## src/design/assert_macros.svh

```systemverilog
// Assertion helpers shared by the modules of the difference histogram.
// Each macro expects signals named clk and arst_n in the module that uses it.
`ifndef ASSERT_MACROS_SVH
`define ASSERT_MACROS_SVH

// The property must hold at every clock edge outside reset.
`define XDBH_ASSERT(label, prop, msg) \
	label: assert property (@(posedge clk) disable iff (!arst_n) prop) \
		else $error(msg);

// The condition must never be seen at a clock edge outside reset.
`define XDBH_NEVER(label, cond, msg) \
	label: assert property (@(posedge clk) disable iff (!arst_n) !(cond)) \
		else $error(msg);

`endif

```

## src/design/xdbh_pkg.sv

```systemverilog
package xdbh_pkg;

	localparam int COUNT_BITS = 40;
	localparam int OUT_BITS   = 40;
	localparam int WORD_BITS  = 32;
	localparam int SEL_BITS   = $clog2(WORD_BITS);
	localparam int SCALE_BITS = 16;
	localparam int PROD_BITS  = COUNT_BITS + SCALE_BITS;

	localparam logic [COUNT_BITS-1:0] COUNT_MAX = {COUNT_BITS{1'b1}};

	localparam logic [WORD_BITS-1:0]  BLOCK_MASK_RST   = 32'h0000_0000;
	localparam logic [WORD_BITS-1:0]  SPECIAL_MASK_RST = 32'h7E00_0000;
	localparam logic [SCALE_BITS-1:0] RATE_SCALE_RST   = 16'd10000;

	typedef enum logic [1:0] {
		CMD_COMPARE = 2'd0,
		CMD_CLEAR   = 2'd1,
		CMD_QUERY   = 2'd2
	} cmd_t;

	typedef enum logic [1:0] {
		REG_BLOCK_MASK   = 2'd0,
		REG_SPECIAL_MASK = 2'd1,
		REG_RATE_SCALE   = 2'd2
	} reg_index_t;

	typedef struct packed {
		logic clear;
		logic inc;
	} cnt_ctl_t;

	typedef struct packed {
		logic clear;
		logic block_bump;
		logic rescale;
	} gate_ctl_t;

	// Counters are reported on 40-bit fields whatever their own width.
	function automatic logic [OUT_BITS-1:0] to_out(input logic [COUNT_BITS-1:0] c);
		logic [63:0] w;
		w = 64'(c);
		return w[OUT_BITS-1:0];
	endfunction

endpackage

```

## src/design/xdbh_gate.sv

```systemverilog
`include "assert_macros.svh"

module xdbh_gate (
	input  logic                            clk,
	input  logic                            arst_n,
	input  xdbh_pkg::gate_ctl_t             ctl,
	input  logic [xdbh_pkg::SCALE_BITS-1:0] scale,
	input  logic [xdbh_pkg::COUNT_BITS-1:0] block_q,
	input  logic [xdbh_pkg::COUNT_BITS-1:0] compared_next,
	input  logic [xdbh_pkg::COUNT_BITS-1:0] other_next,
	output logic                            fail_next
);

	// prod_q tracks block count times rate scale, so the rate test is a plain
	// compare against the compared count instead of a division.
	logic [xdbh_pkg::PROD_BITS-1:0] prod_q;
	logic [xdbh_pkg::PROD_BITS-1:0] prod_next;

	always_comb begin
		if (ctl.clear) begin
			prod_next = '0;
		end else if (ctl.block_bump) begin
			prod_next = prod_q + xdbh_pkg::PROD_BITS'(scale);
		end else begin
			prod_next = prod_q;
		end
	end

	assign fail_next = (compared_next == '0) || (other_next != '0) ||
		(prod_next > xdbh_pkg::PROD_BITS'(compared_next));

	// A new rate scale rebuilds the product from the block count.
	always_ff @(posedge clk or negedge arst_n) begin
		if (!arst_n) begin
			prod_q <= '0;
		end else if (ctl.rescale) begin
			prod_q <= xdbh_pkg::PROD_BITS'(block_q) * xdbh_pkg::PROD_BITS'(scale);
		end else begin
			prod_q <= prod_next;
		end
	end

	`XDBH_ASSERT(a_prod_zero_without_block, ((block_q == '0) |-> (prod_q == '0)), "scaled block product nonzero with no block mismatches")

endmodule

```

## config.mk

```make
export PLATFORM = sky130hd
export DESIGN_NAME = xdbh_gate
export DESIGN_NICKNAME = d
export VERILOG_FILES = /design/src/design/xdbh_pkg.sv /design/src/design/xdbh_gate.sv
export VERILOG_INCLUDE_DIRS = /design/src /design/src/design
export SDC_FILE = /design/constraint.sdc
export NUM_CORES = 2
export LEC_CHECK = 0
export BUFFER_PORTS_ARGS = -buffer_cell sky130_fd_sc_hd__buf_4
export CORE_ASPECT_RATIO = 0.8
export CORE_UTILIZATION = 45
export CTS_CLUSTER_DIAMETER = 100
export DETAILED_ROUTE_END_ITERATION = 7
export PLACE_DENSITY = 0.7
export SLEW_MARGIN = 30
export SYNTH_ARGS = -nofsm -noshare
export SYNTH_HDL_FRONTEND = slang
export SYNTH_SLANG_ARGS = --single-unit
```

## constraint.sdc

```tcl
create_clock -name clk -period 6.8 [get_ports clk]
set_input_delay 0.34 -clock clk [delete_from_list [all_inputs] [get_ports clk]]
set_output_delay 0.34 -clock clk [all_outputs]
set_load 0.05 [all_outputs]
```

==> flow_metrics.env <==
export IMPL_regMostFlops="prod_q"
export IMPL_hold_class="in2async"
export IMPL_ys_flop_type="sky130_fd_sc_hd__dfrtp_1"
export IMPL_worst_path_buf_inv=6
export IMPL_place_congestion=0.910
export IMPL_clk_insertion_delay_late_ps=320
export IMPL_synth_cells=2962
export IMPL_routed_wire_length_um=65300
export IMPL_violations="DRC"
export IMPL_report_final_slew_viol_count=0
export IMPL_clock_path_buffers=2
export IMPL_cts_resized=0
export IMPL_area_of_the_placeable_core_sq_um=55200
export IMPL_htree_levels=2
export IMPL_yosys_cell_types_count=67
export IMPL_critical_path_slowest_cell="sky130_fd_sc_hd__fa_1"
export IMPL_grt_overflow_total=0
export IMPL_antennaDiodeCount=0
export IMPL_cts_post_setup_buffers_inserted=0
export IMPL_clock_tree_from_tritoncts="yes"
export IMPL_critical_path_capture_point_type="flop"
export IMPL_worstSetupPathType="in2reg"
export IMPL_grt_pass1_wl_um=110000
export IMPL_worst_ep_required_time_ps=6990
export IMPL_fp_dieArea_sq_um=56800
export IMPL_place_area_sq_um=28000
export IMPL_unrepaired_setup_endpoints_after_global_routing="no"
export IMPL_async_reset_ff_frac=1.00
export IMPL_synth_top_cell_area_share=0.423
export IMPL_antenna_left=0
export IMPL_hold_buffers=0
export IMPL_fp_row_count=77
export IMPL_cp_start_kind="primary input"
export IMPL_avgSynthCellArea_sq_um=8.48
export IMPL_detail_route_vias_per_cell=5.19
export IMPL_largest_reg_flops=56
export IMPL_setup_total_negative_slack_ps=0
export IMPL_number_of_antenna_violations_at_the_first_check_in_global_routing=0
export IMPL_startpoint="scale[4]"
export IMPL_ys_seq_elements=56
export IMPL_synth_yosys_warnings=0
export IMPL_max_freq_ghz=0.153
export IMPL_cell_with_the_most_instances_after_synthesis="sky130_fd_sc_hd__inv_1"
export IMPL_final_instance_count_excl_fill=3891
export IMPL_route_detailed_wl_per_inst_um=16.8
export IMPL_final_hold_viol_count=0
export IMPL_placedCellCount=3883
export IMPL_die_width_um=266
export IMPL_io_buffer_count=141
export IMPL_mappedNetlistArea_sq_um=25100
export IMPL_cp_common_cell="sky130_fd_sc_hd__fa_1"
export IMPL_clockRootBuffer="sky130_fd_sc_hd__clkbuf_16"
export IMPL_number_of_enable_type_register_cells_in_the_synthesized_netlist=0
export IMPL_worstPathArrival_ps=6720
export IMPL_first_global_vias=21200
export IMPL_cts_made_buffers=5
export IMPL_detailroute_via_count=20200
export IMPL_length_of_the_first_detailed_routing_pass_in_iterations=8
export IMPL_max_stage_delay_ps=530
export IMPL_yosys_area_top_type="sky130_fd_sc_hd__fa_1"
export IMPL_clock_tree_sinks=56
export IMPL_pin_count_of_the_biggest_net_entering_global_routing=75
export IMPL_finish_instance_area_sq_um=28200
export IMPL_synth_fp_nets=3818
export IMPL_areaGrowthSynthToFinish_pct=12.4
export IMPL_layout_min_cycle_time_ps=6530
export IMPL_skew_ps=14.3
export IMPL_synth_seq_area_share=0.0558
export IMPL_clk_transition_reported_paths_ps=70
export IMPL_layout_filler_cells=5197
export IMPL_track_usage=0.243
export IMPL_period_share=0.961
export IMPL_reg_largest_list="prod_q x56"
export IMPL_synth_cells_most_frequent="sky130_fd_sc_hd__inv_1 (654), sky130_fd_sc_hd__fa_1 (531), sky130_fd_sc_hd__nand2_1 (512)"
export IMPL_critical_path_top_delay_family="adder cells"
export IMPL_critPathMaxFanout=17
export IMPL_drv_max_cap_violation_count=0
export IMPL_worst_slew_pin_transition_ps=872
export IMPL_run_status="finished with violations"
export IMPL_drive_gt1_frac=0.118
export IMPL_drt_first_iter_violations=1306
export IMPL_design_final_nets=3996
export IMPL_crit_reg2reg_launch="prod_q[1]"
export IMPL_timing_final_setup_violations=0
export IMPL_detailed_place_hpwl_um=54600
export IMPL_netlist_top_cells_area="sky130_fd_sc_hd__fa_1 (42%), sky130_fd_sc_hd__inv_1 (9.8%), sky130_fd_sc_hd__ha_1 (9.2%), sky130_fd_sc_hd__nand2_1 (7.6%), sky130_fd_sc_hd__dfrtp_1 (5.6%)"
export IMPL_maxSlewHeadroom=0.418
export IMPL_route_detailed_drc=2
export IMPL_chipHeight_um=213
export IMPL_start_util=0.455
export IMPL_ios=142
## worst reg2reg max path: cells and delay by family, from the launching register on
kind | cells | cell delay, ps
adder cells (fa/ha/maj) | 1 | 280
multiplexers | 2 | 540
AO/OA/AOI/OAI | 9 | 1950
flip-flops | 1 | 400
## final timing paths
| kind | endpoint | slack, ps | cells past startpoint |
|---|---|---|---|
| min reg2reg | prod_q[50] | 650 | 2 |
| min | prod_q[8] | 90 | 1 |
| min in group clk | prod_q[0] | 560 | 4 |
| max in group asynchronous | prod_q[47] | 6180 | 1 |
| max reg2reg | prod_q[15] | 3570 | 12 |
| max | prod_q[54] | 270 | 25 |
## cell usage in the layout (no fill, tap or decap), types with 3 or more instances in the layout
master,count
sky130_fd_sc_hd__inv_1,654
sky130_fd_sc_hd__fa_1,531
sky130_fd_sc_hd__nand2_1,512
sky130_fd_sc_hd__buf_4,303
sky130_fd_sc_hd__and2_1,201
sky130_fd_sc_hd__ha_1,184
sky130_fd_sc_hd__a21oi_1,72
sky130_fd_sc_hd__nor2_1,67
sky130_fd_sc_hd__a21o_1,59
sky130_fd_sc_hd__dfrtp_1,56
sky130_fd_sc_hd__xor2_1,51
sky130_fd_sc_hd__xnor2_1,47
sky130_fd_sc_hd__o21ai_0,44
sky130_fd_sc_hd__nand3_1,35
sky130_fd_sc_hd__nand4_1,33
sky130_fd_sc_hd__and3_1,27
sky130_fd_sc_hd__nor4_1,23
sky130_fd_sc_hd__mux2_2,19
sky130_fd_sc_hd__a31oi_1,16
sky130_fd_sc_hd__o31ai_1,16
sky130_fd_sc_hd__mux2i_1,13
sky130_fd_sc_hd__nor3_1,12
sky130_fd_sc_hd__or3_1,12
sky130_fd_sc_hd__nor2b_1,11
sky130_fd_sc_hd__a211oi_1,11
sky130_fd_sc_hd__o21bai_1,11
sky130_fd_sc_hd__buf_12,10
sky130_fd_sc_hd__nand2b_1,9
sky130_fd_sc_hd__o21a_1,8
sky130_fd_sc_hd__o22ai_1,8
sky130_fd_sc_hd__and4_1,6
sky130_fd_sc_hd__or2_2,5
sky130_fd_sc_hd__a211o_1,5
sky130_fd_sc_hd__o211ai_1,5
sky130_fd_sc_hd__clkbuf_16,5
sky130_fd_sc_hd__buf_6,5
sky130_fd_sc_hd__o221ai_1,4
sky130_fd_sc_hd__o21ai_1,3
sky130_fd_sc_hd__a311oi_1,3
## per-stage QoR
step	hold slack, ps	utilization	worst slack (ps)
after floorplan	44.4	-	344
after global placement	451	0.507	-71.2
after detailed placement	457	0.507	-175
after CTS	124	0.510	106
after global routing	156	0.512	5.95
final	85.4	0.512	268
## layout make-up
| class | count | area, sq um | area share |
|---|---|---|---|
| multi-input cells | 2105 | 20700 | 0.734 |
| repair buffers | 318 | 2530 | 0.0896 |
| inverters | 654 | 2450 | 0.0869 |
| flip-flops and latches | 56 | 1400 | 0.0496 |
| well taps | 750 | 938 | 0.0332 |
| clock buffers | 5 | 125 | 0.00443 |
| clock inverters | 3 | 50.0 | 0.00177 |
## kinds of logic after synthesis
family                     count (synthesis)  synth area share
adders and majority gates                715             0.515
xor gates and xnor gates                  99            0.0348
and+or+nand+nor                          965             0.182
AOI/OAI and AO/OA                        294            0.0780
DFF                                       56            0.0558
buffers and inverters                    801             0.121
muxes                                     32            0.0137
## per-layer routing
layer	share of wire	routed length, um	global-route usage	vias up
met3	0.062	4030	0.0322	105
li1	-	-	-	9339
met1	0.44	28700	0.337	10100
met2	0.48	31200	0.407	637
met5	0	0	0	-
met4	0.021	1370	0.0541	0
Power is left out: the tool's default activity adds up to more than one toggle a clock period on the data nets, which glitch-free logic cannot reach.
