`src/design/assert_macros.svh`:
```
// Assertion helpers shared by the modules of the difference histogram.
// Each macro expects signals named clk and arst_n in the module that uses it.
`ifndef ASSERT_MACROS_SVH
`define ASSERT_MACROS_SVH

// The property must hold at every clock edge outside reset.
`define XDBH_ASSERT(label, prop, msg) \
	label: assert property (@(posedge clk) disable iff (!arst_n) prop) \
		else $error(msg);

// The condition must never be seen at a clock edge outside reset.
`define XDBH_NEVER(label, cond, msg) \
	label: assert property (@(posedge clk) disable iff (!arst_n) !(cond)) \
		else $error(msg);

`endif

```
`src/design/xdbh_pkg.sv`:
```
package xdbh_pkg;

	localparam int COUNT_BITS = 40;
	localparam int OUT_BITS   = 40;
	localparam int WORD_BITS  = 32;
	localparam int SEL_BITS   = $clog2(WORD_BITS);
	localparam int SCALE_BITS = 16;
	localparam int PROD_BITS  = COUNT_BITS + SCALE_BITS;

	localparam logic [COUNT_BITS-1:0] COUNT_MAX = {COUNT_BITS{1'b1}};

	localparam logic [WORD_BITS-1:0]  BLOCK_MASK_RST   = 32'h0000_0000;
	localparam logic [WORD_BITS-1:0]  SPECIAL_MASK_RST = 32'h7E00_0000;
	localparam logic [SCALE_BITS-1:0] RATE_SCALE_RST   = 16'd10000;

	typedef enum logic [1:0] {
		CMD_COMPARE = 2'd0,
		CMD_CLEAR   = 2'd1,
		CMD_QUERY   = 2'd2
	} cmd_t;

	typedef enum logic [1:0] {
		REG_BLOCK_MASK   = 2'd0,
		REG_SPECIAL_MASK = 2'd1,
		REG_RATE_SCALE   = 2'd2
	} reg_index_t;

	typedef struct packed {
		logic clear;
		logic inc;
	} cnt_ctl_t;

	typedef struct packed {
		logic clear;
		logic block_bump;
		logic rescale;
	} gate_ctl_t;

	// Counters are reported on 40-bit fields whatever their own width.
	function automatic logic [OUT_BITS-1:0] to_out(input logic [COUNT_BITS-1:0] c);
		logic [63:0] w;
		w = 64'(c);
		return w[OUT_BITS-1:0];
	endfunction

endpackage

```
`src/design/xdbh_sat_counter.sv`:
```
module xdbh_sat_counter (
	input  logic                            clk,
	input  logic                            arst_n,
	input  xdbh_pkg::cnt_ctl_t              ctl,
	output logic [xdbh_pkg::COUNT_BITS-1:0] count_q,
	output logic [xdbh_pkg::COUNT_BITS-1:0] count_next
);

	logic bumped;

	assign bumped = !ctl.clear && ctl.inc && (count_q != xdbh_pkg::COUNT_MAX);

	always_comb begin
		if (ctl.clear) begin
			count_next = '0;
		end else if (bumped) begin
			count_next = count_q + xdbh_pkg::COUNT_BITS'(1);
		end else begin
			count_next = count_q;
		end
	end

	always_ff @(posedge clk or negedge arst_n) begin
		if (!arst_n) begin
			count_q <= '0;
		end else begin
			count_q <= count_next;
		end
	end

endmodule

```
`config.mk`:
```
export PLATFORM = sky130hd
export DESIGN_NAME = xdbh_sat_counter
export DESIGN_NICKNAME = d
export VERILOG_FILES = /design/src/design/assert_macros.svh /design/src/design/xdbh_pkg.sv /design/src/design/xdbh_sat_counter.sv
export SDC_FILE = /design/constraint.sdc
export NUM_CORES = 1
export LEC_CHECK = 0
export BUFFER_PORTS_ARGS = -buffer_cell sky130_fd_sc_hd__clkbuf_2
export CAP_MARGIN = 10
export CORE_ASPECT_RATIO = 1.5
export CORE_MARGIN = 8
export CORE_UTILIZATION = 25
export DETAILED_ROUTE_END_ITERATION = 10
export PLACE_DENSITY_LB_ADDON = 0.1
export SLEW_MARGIN = 25
export SYNTH_ARGS = -nofsm -noshare
export SYNTH_HDL_FRONTEND = slang
export SYNTH_SLANG_ARGS = --single-unit
```
`constraint.sdc`:
```
create_clock -name clk -period 3.27 [get_ports clk]
set_input_delay 0.327 -clock clk [delete_from_list [all_inputs] [get_ports clk]]
set_output_delay 0.327 -clock clk [all_outputs]
set_load 0.05 [all_outputs]
```
==> run metrics, run 1 <==
Die Height=136 um; post-synthesis mux area share=4.64%; Max Root-Sink Buffers=2; top cells by count, synth=40 x dfrtp_1, 26 x a21oi_1, 21 x nand4_1, 18 x nor2_1, 15 x nand2_1; skew final=3.66 ps; RSZ-0062 raised after global routing=no; dpl cell area=2980 um^2; Die X-Extent=96.0 um; count of final setup violators=0; DR pass1 iterations=6; Synth Flop Type=dfrtp_1; Synth Area in Adders=0.522%; post-synthesis sequential area ratio=41.7%; GRT Total Usage=13.6%; max-cap viol count=0; actual slew at the worst max-slew pin=599 ps; crit-path max cell delay=530 ps; Simple-Gate Fraction of Synth Area=34.9%; Final Cell Area=3150 um^2; setup TNS=0 ps; layout cells sized above 1=36.4%; post-route minimum period=3120 ps; core region area=9520 um^2; power per cell area=341 nW/um^2; Via Count=2464; Yosys cell types=42; Rows=44; xor/xnor share of the synthesized area=0.365%; Total Power=1.07 mW; mean post-synth cell area=8.92 um^2; Critical Path Sink Type=output port; Initial Util=25.2%; Avg Vias per Cell=5.25; clock-pin slew of the registers on the worst-case setup and hold paths=60 ps; max-slew violations=0; CP arrival=2790 ps; Slew headroom=60.1%; required time worst endpoint=2940 ps; IO buf count=83; Syn Nets=274; initial antenna violation count=0; pin count of the biggest net entering global routing=41; compound-cell area share of the yosys netlist=13.8%; post-synth top area cell=dfrtp_1; Root Buffer=clkbuf_16; Final Non-Filler Cells=469; post-synthesis register bit count=40; Top Registers=count_q (40); Hold Violations, Final=0; Max VDD drop=181 uV; first-pass GRT wire length=13.6 mm; layout overhead on the synthesized area=31.2%; fmax=0.321 GHz; CTS Sinks=40; fill cell count=1052; worst-skew pair later-pin latency=290 ps; initial drt markers=95; wire per inst=18.6 um; CP Launch Type=flip-flop; CP bufs+invs=2; # DRC=0; final WL=8.71 mm; # hold bufs at CTS=0; DP Cell Count=460; Detailed Place HPWL=6.66 mm; worst min-delay path class=in -> async; worst setup path start=count_q[0]; Syn Inst Count=269; most common cell in the netlist=dfrtp_1; EDFF count, synth=0; Critical-path top delay cell=or4_1; Remaining Overflow, GRT=0; status=finished clean; largest delay contributor family on the critical path=simple AND/OR/NAND/NOR gates; mapped cell area=2400 um^2; H-tree depth=2; CTS tree=done; Final period util=95.3%; origin of the critical flop-to-flop path=count_q[0]; Nets=358; crit-path cells=ha_2 -> and3_2 -> and3_1 -> and4b_1 -> buf_4 -> or4_1 -> a21oi_2 -> clkbuf_2; IO Pins=84; cts bufs inserted=5; largest family of logic cells by synthesized area=simple AND/OR/NAND/NOR gates; Async SR Flop Fraction=100%; Crit Path Class=reg -> out; ANT cells=0; number of global-route vias before repair=2462; final antenna-violating net count=0; die area=13000 um^2; Most flops, register=count_q; Lkg Pwr=1.34 nW; Synth area leaders=dfrtp_1 42%, nand4_1 5.5%, a21oi_1 5.4%, mux2_2 4.2%, o31ai_1 3.8%; top cell type's share of synthesized area=41.7%; GPL Wtd Cong=0.797; max reg flops=40; Yosys warnings=0; critical path peak fanout=18
[cell usage in the layout, fill, tap and decap left out, types with 2 or more instances in the layout]
cell,count
a21oi_1,14
a21oi_2,12
and2_1,2
and3_1,4
and3_2,2
and4_1,5
buf_2,4
buf_4,10
clkbuf_1,2
clkbuf_16,5
clkbuf_2,74
clkbuf_4,5
dfrtp_1,39
mux2_2,9
nand2_1,15
nand2b_1,3
nand3_1,14
nand4_1,21
nor2_1,18
nor2b_1,9
nor3_1,8
nor4_1,7
nor4b_1,3
o21ai_0,13
o21bai_1,2
o31ai_1,12
or3_1,12
or3_2,2
or4_1,12
[metal layers]
metal	track usage [%]	vias to the layer above	part of all wire, %
met2	25.1	49	55
met4	5.06	0	1.8
met1	14.3	1202	39
met5	0	-	0
li1	-	1203	-
met3	3.21	10	4.5
[through the flow]
step	setup slack (ps)	hold WS (ps)	utilization, %
after floorplan	0.552	31.4	-
after global placement	395	578	31.3
after detailed placement	352	410	31.3
after CTS	29.0	100	32.8
after global routing	24.3	122	33.1
final	154	66.6	33.1
[kinds of logic after synthesis]
logic type | Yosys count
xor gates and xnor gates | 1
and+or+nand+nor | 143
buffers and inverters | 17
adders and majority gates | 1
muxes | 10
DFF | 40
AOI/OAI and AO/OA | 57
[final timing paths]
path,end,slack [ps],depth (start not counted)
hold reg to reg,count_q[32],590,1
hold / removal,count_q[11],70,1
setup / recovery,count_next[19],150,8
setup reg to reg,count_q[27],920,7
max in group asynchronous,count_q[0],2760,1
min in group clk,count_q[32],590,1
[what timing repair did]
action,4_1_cts,5_1_grt
buffers inserted,0,1
hold endpoints to repair,0,0
gates resized for setup,0,14
setup endpoints to repair,0,16
[final cells by class]
cell class	instances	area [um^2]	share of cell area, %
Clock buffer	8	146	4.65
Inverter	1	3.75	0.119
Tap cell	115	144	4.57
Timing Repair Buffer	93	503	16.0
Sequential cell	40	1000	31.8
Multi-Input combinational cell	212	1350	42.8
[power breakdown]
part | switching, mW | internal [mW] | total [mW]
Clock | 0.201 | 0.305 | 0.505
Combinational | 0.0516 | 0.0135 | 0.0651
Sequential | 0.00410 | 0.498 | 0.502
Total | 0.256 | 0.816 | 1.07
(Power assumes the default switching activity.)
==> run 2, diff against run 1 <==
- ABC_AREA: default -> 1
==> run 2 against run 1 <==
Against the previous run:
- worst setup slack improved by 300 ps
- synthesized cell count rose by 50%
- die area rose by 8.7%
- flip-flop and latch count did not move
- non-clock buffer count fell by 6
- utilization fell by 0.89 points
- clock-buffer cell count fell by 1
- sequential power barely moved
- clock skew rose by 2.6 ps
- critical path type unchanged
- critical endpoint is now count_next[26]
- largest cell class unchanged
==> run metrics, run 2 <==
post-route minimum period=2820 ps; Slew headroom=62.2%; power per cell area=328 nW/um^2; Root Buffer=clkbuf_16; Via Count=2830; crit-path cells=ha_1 -> nand2_1 -> nor2_2 -> nand2_4 -> nor2_8 -> nand4_4 -> buf_4 -> nand3_1 -> nand2_1 -> nor2_1 -> clkbuf_2; ANT cells=0; Logic pwr share=7.1%; commonest non-fill, non-tap cells in the layout=106 x nand2_1, 96 x nor2_1, 82 x clkbuf_2; CP arrival=2490 ps; CP Launch Type=flip-flop; Total Power=1.10 mW; final antenna-violating net count=0; Yosys warnings=0; RSZ-0062 raised after global routing=no; CTS tree=done; Nets=492; Critical Path Sink Type=output port; initial drt markers=90; Max Root-Sink Buffers=2; worst reg2reg setup slack=1290 ps; most common cell after layout, fill and taps aside=nand2_1; critical path peak fanout=37; DR pass1 iterations=4; Initial Util=25.4%; die area=14200 um^2; skew final=6.28 ps; power share of the clock group=47.0%; worst min-delay path class=in -> async; number of global-route vias before repair=2850; Rows=46; Crit Path Class=reg -> out; Top Registers=count_q (40); CP dominant cell by count=nand2_1; net switching power=263 uW; pin count of the biggest net entering global routing=41; clock-pin slew of the registers on the worst-case setup and hold paths=60 ps; top cell type's share of synthesized area=37.9%; count of final setup violators=0; most common cell in the netlist=nand2_1; Critical-path top delay cell=dfrtp_1; CTS Sinks=40; Syn Nets=409; crit-path max cell delay=420 ps; reg-to-reg endpoint=count_q[23]; setup TNS=0 ps; post-synth top area cell=dfrtp_1; top cells by count, synth=106 x nand2_1, 96 x nor2_1, 53 x nand3_1, 40 x dfrtp_1, 30 x a21oi_1; CP bufs+invs=2; actual slew at the worst max-slew pin=568 ps; cts bufs inserted=5; Die X-Extent=99.9 um; Async SR Flop Fraction=100%; Lkg Pwr=1.61 nW; GRT Total Usage=13.3%; Post-CTS Setup Bufs=0; Synth Flop Type=dfrtp_1; Syn Inst Count=404; post-synthesis register bit count=40; core region area=10400 um^2; largest delay contributor family on the critical path=simple AND/OR/NAND/NOR gates; Remaining Overflow, GRT=0; initial antenna violation count=0; # hold bufs at CTS=0; # DRC=0; max reg flops=40; IO Pins=84; worst-skew pair later-pin latency=290 ps; worst reg2reg path depth=10; sw frac=24.0%; fmax=0.355 GHz; first-pass GRT wire length=14.8 mm; max-slew violations=0; Synth area leaders=dfrtp_1 38%, nand2_1 15%, nor2_1 14%, nand3_1 10%, a21oi_1 5.7%; Reg power frac=45.9%; EDFF count, synth=0; Most flops, register=count_q; Max VDD drop=190 uV; final WL=9.23 mm; Detailed Place HPWL=7.44 mm; wire per inst=14.6 um; IO buf count=83; fill cell count=1169; post-synthesis sequential area ratio=37.9%; Avg Vias per Cell=4.48; Yosys cell types=27; H-tree depth=2; cell internal pwr=835 uW; Final period util=86.1%; origin of the critical flop-to-flop path=count_q[0]; status=finished clean; Die Height=142 um; mean post-synth cell area=6.54 um^2; Hold Violations, Final=0; GPL Wtd Cong=0.828; layout overhead on the synthesized area=26.8%; PostCTS Resize Cnt=0; max-cap viol count=0; required time worst endpoint=2940 ps; mapped cell area=2640 um^2; layout cells sized above 1=22.8%
-- run 2: changes by cell type in the layout (fill, tap and decap cells not counted), sizes merged, moves of 10 or more --
cell,change
nand4,-13
or3,-15
nand3,+41
or4,-12
o21ai,-10
nand2,+93
o31ai,-12
inv,+30
buf,-10
nor2,+86
-- run 2: kinds of logic (layout without fill, tap and decap cells) --
group                      count (synthesis)  in the layout  synth area share (%)
AOI/OAI and AO/OA                         34             34                  6.49
xor gates and xnor gates                   1              1                 0.331
adders and majority gates                  1              1                 0.473
and+or+nand+nor                          285            285                  47.5
buffers and inverters                     43            126                  7.29
DFF                                       40             40                  37.9
-- run 2: cell type report --
| class | count | area [um^2] | share of cell area, % |
|---|---|---|---|
| sequential | 40 | 1000 | 29.9 |
| inverter | 32 | 120 | 3.58 |
| multi-input combinational | 321 | 1450 | 43.2 |
| tap | 144 | 180 | 5.38 |
| clock buffer | 7 | 153 | 4.56 |
| timing repair buffer | 87 | 448 | 13.4 |
-- run 2: stage by stage --
| step | hold slack, ps | util (%) | setup slack, ps | cells | area (um^2) |
|---|---|---|---|---|---|
| floorplan | 31.4 | - | 386 | 404 | 2640 |
| global placement | 564 | 30.7 | 784 | 624 | 3200 |
| detailed placement | 401 | 30.7 | 733 | 624 | 3200 |
| CTS | 92.6 | 32.2 | 416 | 631 | 3350 |
| global route | 119 | 32.2 | 184 | 631 | 3350 |
| finish | 63.4 | 32.2 | 454 | 631 | 3350 |
-- run 2: how the worst max path moves through the flow --
| stage | endpoint | cells after the start | from |
|---|---|---|---|
| 2_1_floorplan | count_next[0] | 8 | count_q[0] |
| 6_report | count_next[26] | 11 | count_q[0] |
| 3_5_place_dp | count_next[21] | 11 | count_q[1] |
| 4_1_cts | count_next[7] | 11 | count_q[0] |
| 3_3_place_gp | count_next[23] | 11 | count_q[1] |
| 5_1_grt | count_next[23] | 11 | count_q[0] |
-- run 2: power by group through the flow --
stage | Combinational [mW] | Clock, mW | Sequential [mW]
5_1_grt | 0.0873 | 0.555 | 0.504
2_1_floorplan | 0.0399 | 0 | 0.525
6_report | 0.0784 | 0.516 | 0.504
3_3_place_gp | 0.0804 | 0 | 0.512
4_1_cts | 0.0811 | 0.538 | 0.504
3_5_place_dp | 0.0810 | 0 | 0.513
-- run 2: routing by layer --
metal  vias to the layer above  part of all wire, %  track usage, %
met5                         -                    0               0
met4                         0                  1.9            4.88
met3                        11                  4.1            2.70
met2                        58                   54            25.3
met1                      1289                   40            13.7
li1                       1472                    -               -
==> run 3, diff against run 2 <==
- CORE_UTILIZATION: 25 -> 30
==> run 3 against run 2 <==
Against the previous run:
- non-clock buffer count unchanged
- via count increased by 0.95%
- clock power decreased by 0.8%
- routed wire length decreased by 4.7%
- largest power group unchanged
- fmax decreased by 1.3%
- flip-flop and latch count unchanged
- clock-buffer cell count unchanged
==> run metrics, run 3 (synthesis gave the netlist of run 2 again) <==
Final Non-Filler Cells=597; Detailed Place HPWL=7.01 mm; Top Registers=count_q (40); worst-skew pair later-pin latency=290 ps; crit-path max cell delay=410 ps; CTS tree=done; power per cell area=331 nW/um^2; Hold Violations, Final=0; Max VDD drop=177 uV; Crit Path Class=reg -> out; clock-pin slew of the registers on the worst-case setup and hold paths=60 ps; register area=1000 um^2; most common cell after layout, fill and taps aside=nand2_1; number of global-route vias before repair=2811; max-cap viol count=0; required time worst endpoint=2940 ps; Avg Vias per Cell=4.79; Lkg Pwr=1.61 nW; initial drt markers=189; max-slew violations=0; Die X-Extent=92.6 um; GRT Total Usage=15.0%; pin count of the biggest net entering global routing=41; wire per inst=14.7 um; worst min-delay path class=in -> async; skew final=2.17 ps; layout cells sized above 1=22.8%; PostCTS Resize Cnt=0; critical path peak fanout=37; initial antenna violation count=0; Root Buffer=clkbuf_16; Rows=42; fmax=0.350 GHz; Multi-input gate area=1450 um^2; setup TNS=0 ps; Remaining Overflow, GRT=0; count of final setup violators=0; post-layout util=38.2%; die area=12100 um^2; first-pass GRT wire length=14.3 mm; Max Root-Sink Buffers=2; post-route minimum period=2850 ps; Nets=492; Final period util=87.3%; Initial Util=30.5%; H-tree depth=2; # hold bufs at CTS=0; DR pass1 iterations=4; Via Count=2857; final WL=8.80 mm; actual slew at the worst max-slew pin=562 ps; IO buf count=83; ANT cells=0; Die Height=131 um; fill cell count=1001; cts bufs inserted=5; Critical-path top delay cell=dfrtp_1; commonest non-fill, non-tap cells in the layout=106 x nand2_1, 96 x nor2_1, 82 x clkbuf_2; status=finished clean; crit-path cells=ha_1 -> nand2_1 -> nor2_2 -> nand2_4 -> nor2_8 -> nand4_4 -> buf_4 -> nand3_1 -> nand2_1 -> nor2_1 -> clkbuf_2; CP Launch Type=flip-flop; final antenna-violating net count=0; Critical Path Sink Type=output port; Most flops, register=count_q; # DRC=0; CP arrival=2530 ps; max reg flops=40; RSZ-0062 raised after global routing=no; GPL Wtd Cong=0.829; Post-CTS Setup Bufs=0; layout overhead on the synthesized area=25.2%; DP Cell Count=590; Slew headroom=62.5%; core region area=8670 um^2; CTS Sinks=40; IO Pins=84; CP dominant cell by count=nand2_1
run 3: cell counts in the layout (fill, tap and decap cells not counted):
No cell type changed its count.
run 3: report_power, final:
part / internal [mW] / switching, mW / leakage (nW) / total (mW)
clock network: 0.320 / 0.192 / 0.0760 / 0.512
logic: 0.0164 / 0.0618 / 0.978 / 0.0781
registers: 0.499 / 0.00522 / 0.557 / 0.504
total: 0.835 / 0.259 / 1.61 / 1.09
run 3: per-layer routing:
| metal | GRT usage (%) | share of wire, % | routed length (um) | up-vias |
|---|---|---|---|---|
| met1 | 16.1 | 39 | 3450 | 1308 |
| li1 | - | - | - | 1466 |
| met4 | 5.71 | 1.6 | 138 | 0 |
| met3 | 3.60 | 5.7 | 502 | 10 |
| met5 | 0 | 0 | 0 | - |
| met2 | 27.7 | 54 | 4710 | 73 |
run 3: path summary, 6_finish.rpt:
| path | startpoint | to | slack (ps) | cells after the start |
|---|---|---|---|---|
| setup / recovery | count_q[1] | count_next[30] | 420 | 11 |
| hold / removal | arst_n | count_q[28] | 50 | 1 |
| setup reg to reg | count_q[1] | count_q[30] | 1250 | 10 |
| hold reg to reg | count_q[1] | count_q[1] | 630 | 2 |
| max in group asynchronous | arst_n | count_q[14] | 2830 | 1 |
| min in group clk | ctl[1] | count_q[12] | 250 | 2 |
run 3: cell type report:
type	count	area share, %
tap	110	4.16
timing repair buffer	87	13.5
clock buffer	7	4.61
inverter	32	3.63
sequential	40	30.3
multi-input combinational	321	43.8
run 3: per-stage QoR:
step	power (mW)	cell area [um^2]	setup slack, ps	hold slack (ps)
6_report	1.09	3310	416	53.8
3_3_place_gp	0.592	3150	771	556
5_1_grt	1.14	3310	209	107
3_5_place_dp	0.593	3160	701	396
4_1_cts	1.12	3310	389	87.4
2_1_floorplan	0.564	2640	386	31.4
run 3: critical path: cells and delay by family, from the launching register on:
family / cells / cell delay, ps
fa+ha+maj: 1 / 210
flops: 1 / 410
simple gates: 8 / 1000
buf+inv: 2 / 590
